[src/rtl/assert_macros.svh]
// assertion macros shared by the rtl files
`ifndef ASSERT_MACROS_SVH
`define ASSERT_MACROS_SVH

// plain property checked on every clock edge outside reset
`define ASSERT_PROP(label, prop, msg) \
   label: assert property (@(posedge clock) disable iff (reset) (prop)) else $error(msg);

// overlapping implication checked on every clock edge outside reset
`define ASSERT_IMPL(label, ante, cons, msg) \
   label: assert property (@(posedge clock) disable iff (reset) (ante) |-> (cons)) \
      else $error(msg);

`endif

[src/rtl/fph_pkg.sv]
// ----------------------------------------------------------------------------
// fph_pkg
// shared types, codes and defaults of the fit-policy hole allocator
// ----------------------------------------------------------------------------
`default_nettype none

package fph_pkg;

   // default sizes of the hole table
   localparam int DEF_NUM_HOLES = 16;
   localparam int DEF_SIZE_BITS = 16;

   // fixed field widths
   localparam int IDX_FIELD_W   = 4;
   localparam int AMT_FIELD_W   = 16;
   localparam int HOLES_FIELD_W = 5;
   localparam int POLICY_W      = 2;

   // register port
   localparam int CSR_IDX_W  = 2;
   localparam int CSR_DATA_W = 5;
   localparam logic [CSR_IDX_W-1:0] CSR_POLICY       = 2'd0;
   localparam logic [CSR_IDX_W-1:0] CSR_HOLES_IN_USE = 2'd1;

   localparam logic [POLICY_W-1:0]      POLICY_RESET = 2'd0;
   localparam logic [HOLES_FIELD_W-1:0] HOLES_RESET  = 5'd16;

   // placement rules
   localparam logic [POLICY_W-1:0] POLICY_FIRST = 2'd0;
   localparam logic [POLICY_W-1:0] POLICY_BEST  = 2'd1;
   localparam logic [POLICY_W-1:0] POLICY_WORST = 2'd2;

   // request commands
   localparam logic CMD_LOAD  = 1'b0;
   localparam logic CMD_ALLOC = 1'b1;

   typedef struct packed {
      logic                   cmd;
      logic [IDX_FIELD_W-1:0] hole_index;
      logic [AMT_FIELD_W-1:0] amount;
      logic                   last_request;
   } req_type;

   typedef struct packed {
      logic                   granted;
      logic [IDX_FIELD_W-1:0] chosen_hole;
      logic [AMT_FIELD_W-1:0] hole_before;
      logic [AMT_FIELD_W-1:0] residue;
   } rsp_type;

   // controller to datapath
   typedef struct packed {
      logic load_wr;
      logic start;
      logic step;
      logic finish;
   } ctl_cmd_type;

   // datapath to controller
   typedef struct packed {
      logic span_zero;
      logic scan_last;
      logic out_free;
   } ctl_sts_type;

endpackage

`default_nettype wire

[src/rtl/fit_policy_hole_allocator_top.sv]
// ----------------------------------------------------------------------------
// fit_policy_hole_allocator_top
// first, best or worst fit search over a table of free hole sizes
// ----------------------------------------------------------------------------
//  channel  | ports                          | moves
//  ---------+--------------------------------+---------------------------------
//  request  | req_valid, req_ready, req      | load of a hole or an allocation
//  response | rsp_valid, rsp_ready, rsp      | one result per allocation
//  csr      | csr_we, csr_index, csr_wdata   | policy and holes in use
//
//  a load is written while idle; an allocation scans span entries, span being
//  the clipped holes in use, then drains and finishes (a zero span goes
//  straight to done); the scan reads one entry per cycle through the single read port of each table.
//  reset clears the table flags, so no clearing pass is needed.
//  a finished result waits in the output register while the next request is
//  taken; a following allocation holds in its last step until the slot frees.
// ----------------------------------------------------------------------------
`default_nettype none
`include "assert_macros.svh"

module fit_policy_hole_allocator_top import fph_pkg::*; #(
   parameter int NUM_HOLES = DEF_NUM_HOLES,
   parameter int SIZE_BITS = DEF_SIZE_BITS
) (
   input  wire logic                  clock,
   input  wire logic                  reset,
   input  wire logic                  req_valid,
   output logic                       req_ready,
   input  wire req_type               req,
   output logic                       rsp_valid,
   input  wire logic                  rsp_ready,
   output rsp_type                    rsp,
   input  wire logic                  csr_we,
   input  wire logic [CSR_IDX_W-1:0]  csr_index,
   input  wire logic [CSR_DATA_W-1:0] csr_wdata
);

   ctl_cmd_type ctl_cmd;
   ctl_sts_type ctl_sts;

   // sequencer
   fph_ctrl u_ctrl (
      .clock     (clock),
      .reset     (reset),
      .req_valid (req_valid),
      .req_cmd   (req.cmd),
      .req_ready (req_ready),
      .ctl_sts   (ctl_sts),
      .ctl_cmd   (ctl_cmd)
   );

   // tables and search
   fph_dpath #(
      .NUM_HOLES (NUM_HOLES),
      .SIZE_BITS (SIZE_BITS)
   ) u_dpath (
      .clock     (clock),
      .reset     (reset),
      .req       (req),
      .csr_we    (csr_we),
      .csr_index (csr_index),
      .csr_wdata (csr_wdata),
      .ctl_cmd   (ctl_cmd),
      .ctl_sts   (ctl_sts),
      .rsp_valid (rsp_valid),
      .rsp_ready (rsp_ready),
      .rsp       (rsp)
   );

   // checks
   logic alloc_fire;
   assign alloc_fire = req_valid && req_ready && (req.cmd == CMD_ALLOC);

   `ASSERT_IMPL(a_nofit_zero, rsp_valid && !rsp.granted, (rsp.chosen_hole == '0) && (rsp.hole_before == '0) && (rsp.residue == '0), "no-fit result with nonzero fields")
   `ASSERT_PROP(a_alloc_busy, alloc_fire |=> !req_ready, "request taken during an allocation")
   `ASSERT_PROP(a_rsp_after_work, $rose(rsp_valid) |-> $past(!req_ready), "result without an allocation in progress")

endmodule

`default_nettype wire

[src/rtl/fph_ctrl.sv]
// ----------------------------------------------------------------------------
// fph_ctrl
// sequencer: takes requests, steps the table scan, hands off the result
// ----------------------------------------------------------------------------
`default_nettype none

module fph_ctrl import fph_pkg::*; (
   input  wire logic        clock,
   input  wire logic        reset,
   input  wire logic        req_valid,
   input  wire logic        req_cmd,
   output logic             req_ready,
   input  wire ctl_sts_type ctl_sts,
   output ctl_cmd_type      ctl_cmd
);

   typedef enum logic [1:0] {
      ST_IDLE,
      ST_SCAN,
      ST_DRAIN,
      ST_DONE
   } state_type;

   state_type state_ff;
   state_type state_in;

   assign req_ready = (state_ff == ST_IDLE);

   // next state and commands
   always_comb begin
      state_in = state_ff;
      ctl_cmd  = '0;
      unique case (state_ff)
         ST_IDLE: begin
            if (req_valid) begin
               if (req_cmd == CMD_ALLOC) begin
                  ctl_cmd.start = 1'b1;
                  state_in      = ctl_sts.span_zero ? ST_DONE : ST_SCAN;
               end else begin
                  ctl_cmd.load_wr = 1'b1;
               end
            end
         end
         ST_SCAN: begin
            ctl_cmd.step = 1'b1;
            if (ctl_sts.scan_last) begin
               state_in = ST_DRAIN;
            end
         end
         ST_DRAIN: begin
            state_in = ST_DONE;
         end
         ST_DONE: begin
            if (ctl_sts.out_free) begin
               ctl_cmd.finish = 1'b1;
               state_in       = ST_IDLE;
            end
         end
         default: begin
            state_in = ST_IDLE;
         end
      endcase
   end

   // state register
   always_ff @(posedge clock) begin
      if (reset) begin
         state_ff <= ST_IDLE;
      end else begin
         state_ff <= state_in;
      end
   end

endmodule

`default_nettype wire

[src/rtl/fph_dpath.sv]
// ----------------------------------------------------------------------------
// fph_dpath
// hole tables, scan compare, best-hole tracking and result register
// ----------------------------------------------------------------------------
`default_nettype none

module fph_dpath import fph_pkg::*; #(
   parameter int NUM_HOLES = DEF_NUM_HOLES,
   parameter int SIZE_BITS = DEF_SIZE_BITS
) (
   input  wire logic                  clock,
   input  wire logic                  reset,
   input  wire req_type               req,
   input  wire logic                  csr_we,
   input  wire logic [CSR_IDX_W-1:0]  csr_index,
   input  wire logic [CSR_DATA_W-1:0] csr_wdata,
   input  wire ctl_cmd_type           ctl_cmd,
   output ctl_sts_type                ctl_sts,
   output logic                       rsp_valid,
   input  wire logic                  rsp_ready,
   output rsp_type                    rsp
);

   localparam int IDX_W  = (NUM_HOLES > 1) ? $clog2(NUM_HOLES) : 1;
   localparam int SPAN_W = $clog2(NUM_HOLES + 1);
   localparam int CMP_W  = (SPAN_W > HOLES_FIELD_W) ? SPAN_W : HOLES_FIELD_W;
   localparam int AMT_W  = (SIZE_BITS > AMT_FIELD_W) ? SIZE_BITS : AMT_FIELD_W;
   localparam logic [CMP_W-1:0] NUM_HOLES_C = CMP_W'(NUM_HOLES);

   // configuration registers
   logic [POLICY_W-1:0]      policy_ff;
   logic [HOLES_FIELD_W-1:0] holes_ff;

   always_ff @(posedge clock) begin
      if (reset) begin
         policy_ff <= POLICY_RESET;
         holes_ff  <= HOLES_RESET;
      end else if (csr_we) begin
         if (csr_index == CSR_POLICY) begin
            policy_ff <= csr_wdata[POLICY_W-1:0];
         end else if (csr_index == CSR_HOLES_IN_USE) begin
            holes_ff <= csr_wdata[HOLES_FIELD_W-1:0];
         end
      end
   end

   // search span, clipped to the table
   logic [CMP_W-1:0] holes_ext;
   logic [CMP_W-1:0] span;
   logic [IDX_W-1:0] cnt_ff;
   logic [CMP_W-1:0] cnt_ext;

   assign holes_ext = CMP_W'(holes_ff);
   assign span      = (holes_ext > NUM_HOLES_C) ? NUM_HOLES_C : holes_ext;
   assign cnt_ext   = CMP_W'(cnt_ff);

   // load address and amount
   logic [CMP_W-1:0]     load_idx_ext;
   logic                 load_ok;
   logic [IDX_W-1:0]     load_addr;
   logic [AMT_W-1:0]     amt_ext;
   logic [SIZE_BITS-1:0] amt_sz;

   assign load_idx_ext = CMP_W'(req.hole_index);
   assign load_ok      = load_idx_ext < NUM_HOLES_C;
   assign load_addr    = load_idx_ext[IDX_W-1:0];
   assign amt_ext      = AMT_W'(req.amount);
   assign amt_sz       = amt_ext[SIZE_BITS-1:0];

   // request context and best hole so far
   logic [SIZE_BITS-1:0] amt_ff;
   logic                 last_ff;
   logic                 found_ff;
   logic [IDX_W-1:0]     best_idx_ff;
   logic [SIZE_BITS-1:0] best_size_ff;
   logic [SIZE_BITS-1:0] residue_sz;
   logic                 wb_en;

   assign residue_sz = best_size_ff - amt_ff;
   assign wb_en      = ctl_cmd.finish && found_ff && !last_ff;

   // original sizes, one read port
   logic [SIZE_BITS-1:0] orig_mem [NUM_HOLES];
   logic [SIZE_BITS-1:0] orig_rd_ff;

   always_ff @(posedge clock) begin
      if (ctl_cmd.load_wr && load_ok) begin
         orig_mem[load_addr] <= amt_sz;
      end
      if (ctl_cmd.step) begin
         orig_rd_ff <= orig_mem[cnt_ff];
      end
   end

   // working sizes of entries changed since the last restore
   logic [SIZE_BITS-1:0] work_mem [NUM_HOLES];
   logic [SIZE_BITS-1:0] work_rd_ff;

   always_ff @(posedge clock) begin
      if (wb_en) begin
         work_mem[best_idx_ff] <= residue_sz;
      end
      if (ctl_cmd.step) begin
         work_rd_ff <= work_mem[cnt_ff];
      end
   end

   // per-entry flags: original loaded, working copy differs from original
   logic [NUM_HOLES-1:0] orig_vld_ff;
   logic [NUM_HOLES-1:0] dirty_ff;

   always_ff @(posedge clock) begin
      if (reset) begin
         orig_vld_ff <= '0;
         dirty_ff    <= '0;
      end else if (ctl_cmd.load_wr && load_ok) begin
         orig_vld_ff[load_addr] <= 1'b1;
         dirty_ff[load_addr]    <= 1'b0;
      end else if (ctl_cmd.finish && last_ff) begin
         dirty_ff <= '0;
      end else if (wb_en) begin
         dirty_ff[best_idx_ff] <= 1'b1;
      end
   end

   // read stage: flags and index alongside the memory data
   logic             orig_vld_rd_ff;
   logic             dirty_rd_ff;
   logic [IDX_W-1:0] rd_idx_ff;
   logic             cmp_vld_ff;

   always_ff @(posedge clock) begin
      if (ctl_cmd.step) begin
         orig_vld_rd_ff <= orig_vld_ff[cnt_ff];
         dirty_rd_ff    <= dirty_ff[cnt_ff];
         rd_idx_ff      <= cnt_ff;
      end
   end

   always_ff @(posedge clock) begin
      if (reset) begin
         cmp_vld_ff <= 1'b0;
      end else begin
         cmp_vld_ff <= ctl_cmd.step;
      end
   end

   // compare stage
   logic [SIZE_BITS-1:0] cur_size;
   logic                 fits;
   logic                 take;

   assign cur_size = dirty_rd_ff ? work_rd_ff : (orig_vld_rd_ff ? orig_rd_ff : '0);
   assign fits     = cur_size >= amt_ff;
   assign take     = fits && (!found_ff
                     || ((policy_ff == POLICY_BEST) && (cur_size < best_size_ff))
                     || ((policy_ff == POLICY_WORST) && (cur_size > best_size_ff)));

   // scan counter and request context
   always_ff @(posedge clock) begin
      if (ctl_cmd.start) begin
         cnt_ff  <= '0;
         amt_ff  <= amt_sz;
         last_ff <= req.last_request;
      end else if (ctl_cmd.step) begin
         cnt_ff <= cnt_ff + IDX_W'(1);
      end
   end

   // best hole tracking
   always_ff @(posedge clock) begin
      if (reset) begin
         found_ff <= 1'b0;
      end else if (ctl_cmd.start) begin
         found_ff <= 1'b0;
      end else if (cmp_vld_ff && take) begin
         found_ff <= 1'b1;
      end
   end

   always_ff @(posedge clock) begin
      if (cmp_vld_ff && take) begin
         best_idx_ff  <= rd_idx_ff;
         best_size_ff <= cur_size;
      end
   end

   // result build, zero fields when no hole fits
   logic [CMP_W-1:0] best_idx_ext;
   logic [AMT_W-1:0] before_ext;
   logic [AMT_W-1:0] residue_ext;
   rsp_type          rsp_in;

   assign best_idx_ext = CMP_W'(best_idx_ff);
   assign before_ext   = AMT_W'(best_size_ff);
   assign residue_ext  = AMT_W'(residue_sz);

   always_comb begin
      rsp_in = '0;
      if (found_ff) begin
         rsp_in.granted     = 1'b1;
         rsp_in.chosen_hole = best_idx_ext[IDX_FIELD_W-1:0];
         rsp_in.hole_before = before_ext[AMT_FIELD_W-1:0];
         rsp_in.residue     = residue_ext[AMT_FIELD_W-1:0];
      end
   end

   // output register
   logic    rsp_valid_ff;
   rsp_type rsp_ff;

   always_ff @(posedge clock) begin
      if (reset) begin
         rsp_valid_ff <= 1'b0;
      end else if (ctl_cmd.finish) begin
         rsp_valid_ff <= 1'b1;
      end else if (rsp_ready) begin
         rsp_valid_ff <= 1'b0;
      end
   end

   always_ff @(posedge clock) begin
      if (ctl_cmd.finish) begin
         rsp_ff <= rsp_in;
      end
   end

   assign rsp_valid = rsp_valid_ff;
   assign rsp       = rsp_ff;

   // status to the controller
   assign ctl_sts.span_zero = (span == '0);
   assign ctl_sts.scan_last = ((cnt_ext + CMP_W'(1)) == span);
   assign ctl_sts.out_free  = !rsp_valid_ff || rsp_ready;

endmodule

`default_nettype wire
[config.mk]
export PLATFORM = sky130hd
export DESIGN_NAME = fit_policy_hole_allocator_top
export DESIGN_NICKNAME = d
export VERILOG_FILES = /design/src/rtl/fph_pkg.sv /design/src/rtl/fit_policy_hole_allocator_top.sv /design/src/rtl/fph_ctrl.sv /design/src/rtl/fph_dpath.sv
export VERILOG_INCLUDE_DIRS = /design/src /design/src/rtl
export SDC_FILE = /design/constraint.sdc
export NUM_CORES = 1
export LEC_CHECK = 0
export BUFFER_PORTS_ARGS = -buffer_cell sky130_fd_sc_hd__clkbuf_2
export CELL_PAD_IN_SITES_DETAIL_PLACEMENT = 0
export CELL_PAD_IN_SITES_GLOBAL_PLACEMENT = 1
export CORE_UTILIZATION = 40
export DETAILED_ROUTE_END_ITERATION = 8
export HOLD_SLACK_MARGIN = 0.02
export MAX_ROUTING_LAYER = met4
export PLACE_DENSITY_LB_ADDON = 0.1
export SYNTH_ARGS = -nofsm -noshare
export SYNTH_HDL_FRONTEND = slang
export SYNTH_SLANG_ARGS = --single-unit
[constraint.sdc]
create_clock -name clock -period 3.4 [get_ports clock]
set_input_delay 0.34 -clock clock [delete_from_list [all_inputs] [get_ports clock]]
set_output_delay 0.34 -clock clock [all_outputs]
set_load 0.005 [all_outputs]
==> implementation parameters <==
Parameter                              Value

Synthesis
  Number of flip-flops and latches in the synthesized netlist    ~670
  Total of warnings raised by yosys    0
  Number of enable flip-flop cells after synthesis    about 620
  Simple-gate share of the synthesized area    under 10%
  Compound-gate portion of the synthesized area    roughly 3.2%
  Share of synthesized registers carrying an async set or reset    0%
  Number of distinct library cell variants in the gate-level netlist after synthesis    between 50 and 60
  Gate Count Post-Synth    approximately 1,400
  Post-synthesis share of cell area spent on full adders, half adders and majority gates    under 10%
  Net count after synthesis    1,490
  Top flip-flop cell by instance count after synthesis    sky130_fd_sc_hd__edfxtp_1
  Parity-gate share of the synthesized area counting xor and xnor cells    less than 1%
  Synthesized area per cell    ~19 um2
  Largest family of logic cells by synthesized area    multiplexers
  Sequential element share of the synthesized area    between 70% and 80%
  Portion of netlist area occupied by mux cells    between 10% and 20%
  Syn Std Cell Area    27,000 um2

STA
  Maximum clock frequency    roughly 0.32 GHz
  Final period util    around nine tenths
  Final Slew Violations    0
  RSZ-0062 raised after global routing    false
  Final hold vios    0
  Shortest period the worst path allows    ~3.1 ns
  Slew of the pin with the lowest slew margin    around 1.2 ns
  Final worst-path setup slack    approximately 0.3 ns
  Final setup vio count    0
  Post-route setup TNS    0 ns
  Clock skew after layout    around 0.026 ns
  Tightest slew margin relative to the limit    between 20% and 30%

Die
  Num rows    94
  Area of the core    between 60,000 and 70,000 um2
  Horiz. Die Dim    between 200 and 300 um
  Boundary Pins    73
  Initial cell density of the core    about two fifths
  Die Footprint    68,500 um2
  Die boundary height    262 um

Clock tree
  Cell at the root of the clock tree    sky130_fd_sc_hd__clkbuf_16
  Worst-skew pair later-pin latency    around 0.62 ns
  Post-CTS setup buffer count    0
  Bufs on Longest Clock Path    3
  Count of clock tree sinks    about 670
  CTS tree    built
  Clock transition at path regs    0.06 ns
  Number of buffers added by the clock tree synthesis step    74
  Number of H-tree levels    3

Pwr
  Total power draw    approximately 0.023 W
  P_int    about 0.017 W
  Largest vdd supply drop    about 0.40 mV
  Portion of total power attributed to the clock network    a little over a third
  Switch share    26.7%
  LEAKAGE    roughly 10 nW
  Combinational group share of total power    about a fifth
  Total power density per cell area    roughly 730 nW/um2
  Fraction of power consumed by sequential logic    between 40% and 50%
  Switching power    approximately 0.0061 W

Route
  Routed length per placed instance    about 27 um
  Number of remaining DRC errors    0
  Via count normalized by instance count    5.55
  Final antenna-violating net count    0
  DRT iter0 DRCs    1,167
  Final routed wirelength across all metal layers    about 67,000 um
  Total iterations of the first detailed-routing run    5
  DR vias    roughly 14,000

Finish
  Area taken by flip-flops and latches    19,700 um2
  Synthesis-to-layout area growth    16.3%
  Final nets    between 1,500 and 2,000
  Share of cells above drive strength 1    roughly 29%
  Finished Layout Cells    between 2,000 and 2,500
  Multi-input logic area    6950 um2
  # fillers    approximately 5,600

Global route
  Vias in the first global route    approximately 14,000
  Overflow after GRT    0
  Largest net degree at the start of global routing    about 50
  Wire length of the first global-routing pass    96,800 um
  Antenna violations before repair    6
  Total Routing Usage GR    ~21%

Placed design
  Minimum setup slack after placement    approximately 0.080 ns
  Post-detail-place hpwl    roughly 41,000 um
  # placed instances    roughly 2,300
  Routability congestion estimate from global placement    roughly 0.83
  IO Port Bufs    a little over 70

Hold path
  Terminating pin of the worst hold path    u_dpath.policy_ff[0]
  Worst min-delay path startpoint    csr_index[1]
  Min-Delay Path Depth    4
  Worst Hold Class    input port to flip-flop

Setup path
  Critical path endpoint category    flip-flop
  Delay of the slowest critical-path stage    slightly above 0.9 ns
  Critical path fanouts, max    17
  Signal arrival time at the worst endpoint    approximately 3.6 ns
  Master of the slowest instance on the critical path    sky130_fd_sc_hd__xnor2_1
  Slack of the worst reg-to-reg path    between 0.2 and 0.3 ns
  List of cells traversed by the critical path    inv_1 > ha_1 > fa_1 > nor2b_1 > o211ai_1 > a21boi_0 > buf_4 > nor2_1 > xnor2_1 > and2_1
  Path type of the worst setup path    flip-flop to flip-flop
  Critical path data required time    approximately 3.9 ns
  Reg-to-Reg End    u_dpath.rsp[6]
  Reg2reg path depth    10
  Beginning of the worst register-to-register path    u_dpath.before_ext[0]
  Worst setup SP type    flip-flop

Outcome
  Run status    finished, final reports clean

Job
  Max_cap viols    0
## worst max-delay path by stage
stage / endpoint / startpoint / slack [ns] / depth (start not counted)
finish: u_dpath.rsp[6] / u_dpath.before_ext[0] / 0.29 / 10
global route: u_dpath.work_mem[9][6] / u_dpath.before_ext[0] / 0.05 / 9
CTS: u_dpath.work_mem[15][12] / u_dpath.before_ext[0] / 0.05 / 9
detailed placement: u_dpath.work_mem[7][12] / u_dpath.before_ext[0] / 0.08 / 9
global placement: u_dpath.work_mem[14][12] / u_dpath.before_ext[0] / 0.18 / 9
floorplan: u_dpath.dirty_ff[10] / u_ctrl.state_ff[0] / 0.003 / 6
## stage by stage
step           area [um2]  utilization, %  hold WS (ns)
6_report            31400            47.4         0.104
5_1_grt             31400            47.4         0.121
4_1_cts             31300            47.3        0.0808
3_5_place_dp        28900            43.6         0.406
3_3_place_gp        28900            43.6         0.403
2_1_floorplan       27000               -         0.400
## timing repair
action	4_1_cts	5_1_grt
hold buffers	6	0
gates resized for setup	0	3
setup endpoints to repair	0	34
endpoints found under the hold margin	8	0
## critical path, delay by kind of cell (launching register included)
family	cells	cell delay (ns)
AO/OA/AOI/OAI	2	0.36
XOR/XNOR	1	0.92
flip-flops	1	0.35
AND/OR/NAND/NOR	3	0.45
adder cells (fa/ha/maj)	2	0.64
buffers and inverters	2	0.26
## synthesized netlist by cell type, drive strengths merged (7+ instances only)
| library cell | n | area share (%) |
|---|---|---|
| a21o | 7 | 0.19 |
| a21oi | 47 | 0.87 |
| a22o | 15 | 0.49 |
| and2 | 14 | 0.32 |
| buf | 34 | 0.73 |
| clkbuf | 28 | 0.39 |
| dfxtp | 48 | 3.6 |
| edfxtp | 624 | 69 |
| ha | 52 | 2.4 |
| inv | 42 | 0.58 |
| mux2i | 13 | 0.48 |
| mux4 | 170 | 14 |
| nand2 | 28 | 0.39 |
| nand2b | 12 | 0.28 |
| nand3 | 12 | 0.22 |
| nand4 | 11 | 0.26 |
| nor2 | 108 | 1.5 |
| nor2b | 15 | 0.35 |
| nor3 | 15 | 0.28 |
| o211ai | 8 | 0.22 |
| o21ai | 20 | 0.37 |
| xnor2 | 12 | 0.39 |
## layout make-up
class	count	area share, %
Inverter	42	0.503
Clock buffer	96	6.44
Clock inverter	38	1.24
Timing Repair Buffer	147	3.35
Tap cell	864	3.45
Multi-Input combinational cell	627	22.2
Antenna cell	2	0.0160
Sequential cell	672	62.9
## cells in the final DEF (no fill, tap or decap), types with 7 or more instances in the layout
cell type / n
sky130_fd_sc_hd__a21o_1: 7
sky130_fd_sc_hd__a21oi_1: 46
sky130_fd_sc_hd__a22o_1: 15
sky130_fd_sc_hd__and2_1: 14
sky130_fd_sc_hd__buf_12: 9
sky130_fd_sc_hd__buf_4: 60
sky130_fd_sc_hd__bufinv_16: 7
sky130_fd_sc_hd__clkbuf_1: 17
sky130_fd_sc_hd__clkbuf_16: 77
sky130_fd_sc_hd__clkbuf_2: 72
sky130_fd_sc_hd__clkinv_1: 13
sky130_fd_sc_hd__clkinv_2: 12
sky130_fd_sc_hd__dfxtp_1: 44
sky130_fd_sc_hd__edfxtp_1: 624
sky130_fd_sc_hd__ha_1: 51
sky130_fd_sc_hd__inv_1: 41
sky130_fd_sc_hd__mux2i_1: 13
sky130_fd_sc_hd__mux4_2: 170
sky130_fd_sc_hd__nand2_1: 28
sky130_fd_sc_hd__nand2b_1: 12
sky130_fd_sc_hd__nand3_1: 12
sky130_fd_sc_hd__nand4_1: 11
sky130_fd_sc_hd__nor2_1: 84
sky130_fd_sc_hd__nor2_2: 24
sky130_fd_sc_hd__nor2b_1: 14
sky130_fd_sc_hd__nor3_1: 7
sky130_fd_sc_hd__nor3_2: 8
sky130_fd_sc_hd__o211ai_1: 8
sky130_fd_sc_hd__o21ai_0: 20
sky130_fd_sc_hd__xnor2_1: 11
## registers in the layout, summed over array words and instances (netlist names), 5 cells and up
| register | count |
|---|---|
| u_dpath.dirty_ff | 16 |
| u_dpath.holes_ext | 5 |
| u_dpath.orig_mem | 256 |
| u_dpath.orig_vld_ff | 16 |
| u_dpath.work_rd_ff | 16 |
| u_dpath.amt_ff | 16 |
| u_dpath.before_ext | 16 |
| u_dpath.work_mem | 256 |
| u_dpath.rsp | 37 |
| u_dpath.orig_rd_ff | 16 |
## routing by layer
metal / up-vias / wire, um / share of wire, % / global-route usage [%]
li1: 6016 / - / - / -
met1: 7359 / 31700 / 48 / 30.0
met2: 341 / 30900 / 46 / 30.9
met3: 91 / 2780 / 4.2 / 2.85
met4: 0 / 1200 / 1.8 / 4.84
met5: - / 0 / 0 / -
## power by group through the flow
stage                     sequential [W]  combinational (W)  clock (W)
after detailed placement          0.0103            0.00490          0
after global placement            0.0103            0.00488          0
after floorplan                   0.0101            0.00337          0
after CTS                         0.0101            0.00492    0.00815
final                             0.0101            0.00480    0.00794
after global routing              0.0101            0.00523    0.00842
## cells by family (layout without fill, tap and decap cells)
group / after synthesis / count (layout)
buf+inv: 104 / 323
compound gates: 132 / 132
mux: 183 / 183
simple gates: 241 / 241
flops: 672 / 672
xor+xnor: 18 / 18
fa+ha+maj: 53 / 53
other cells: 0 / 2
No activity file was read; power rests on OpenSTA's default activity.
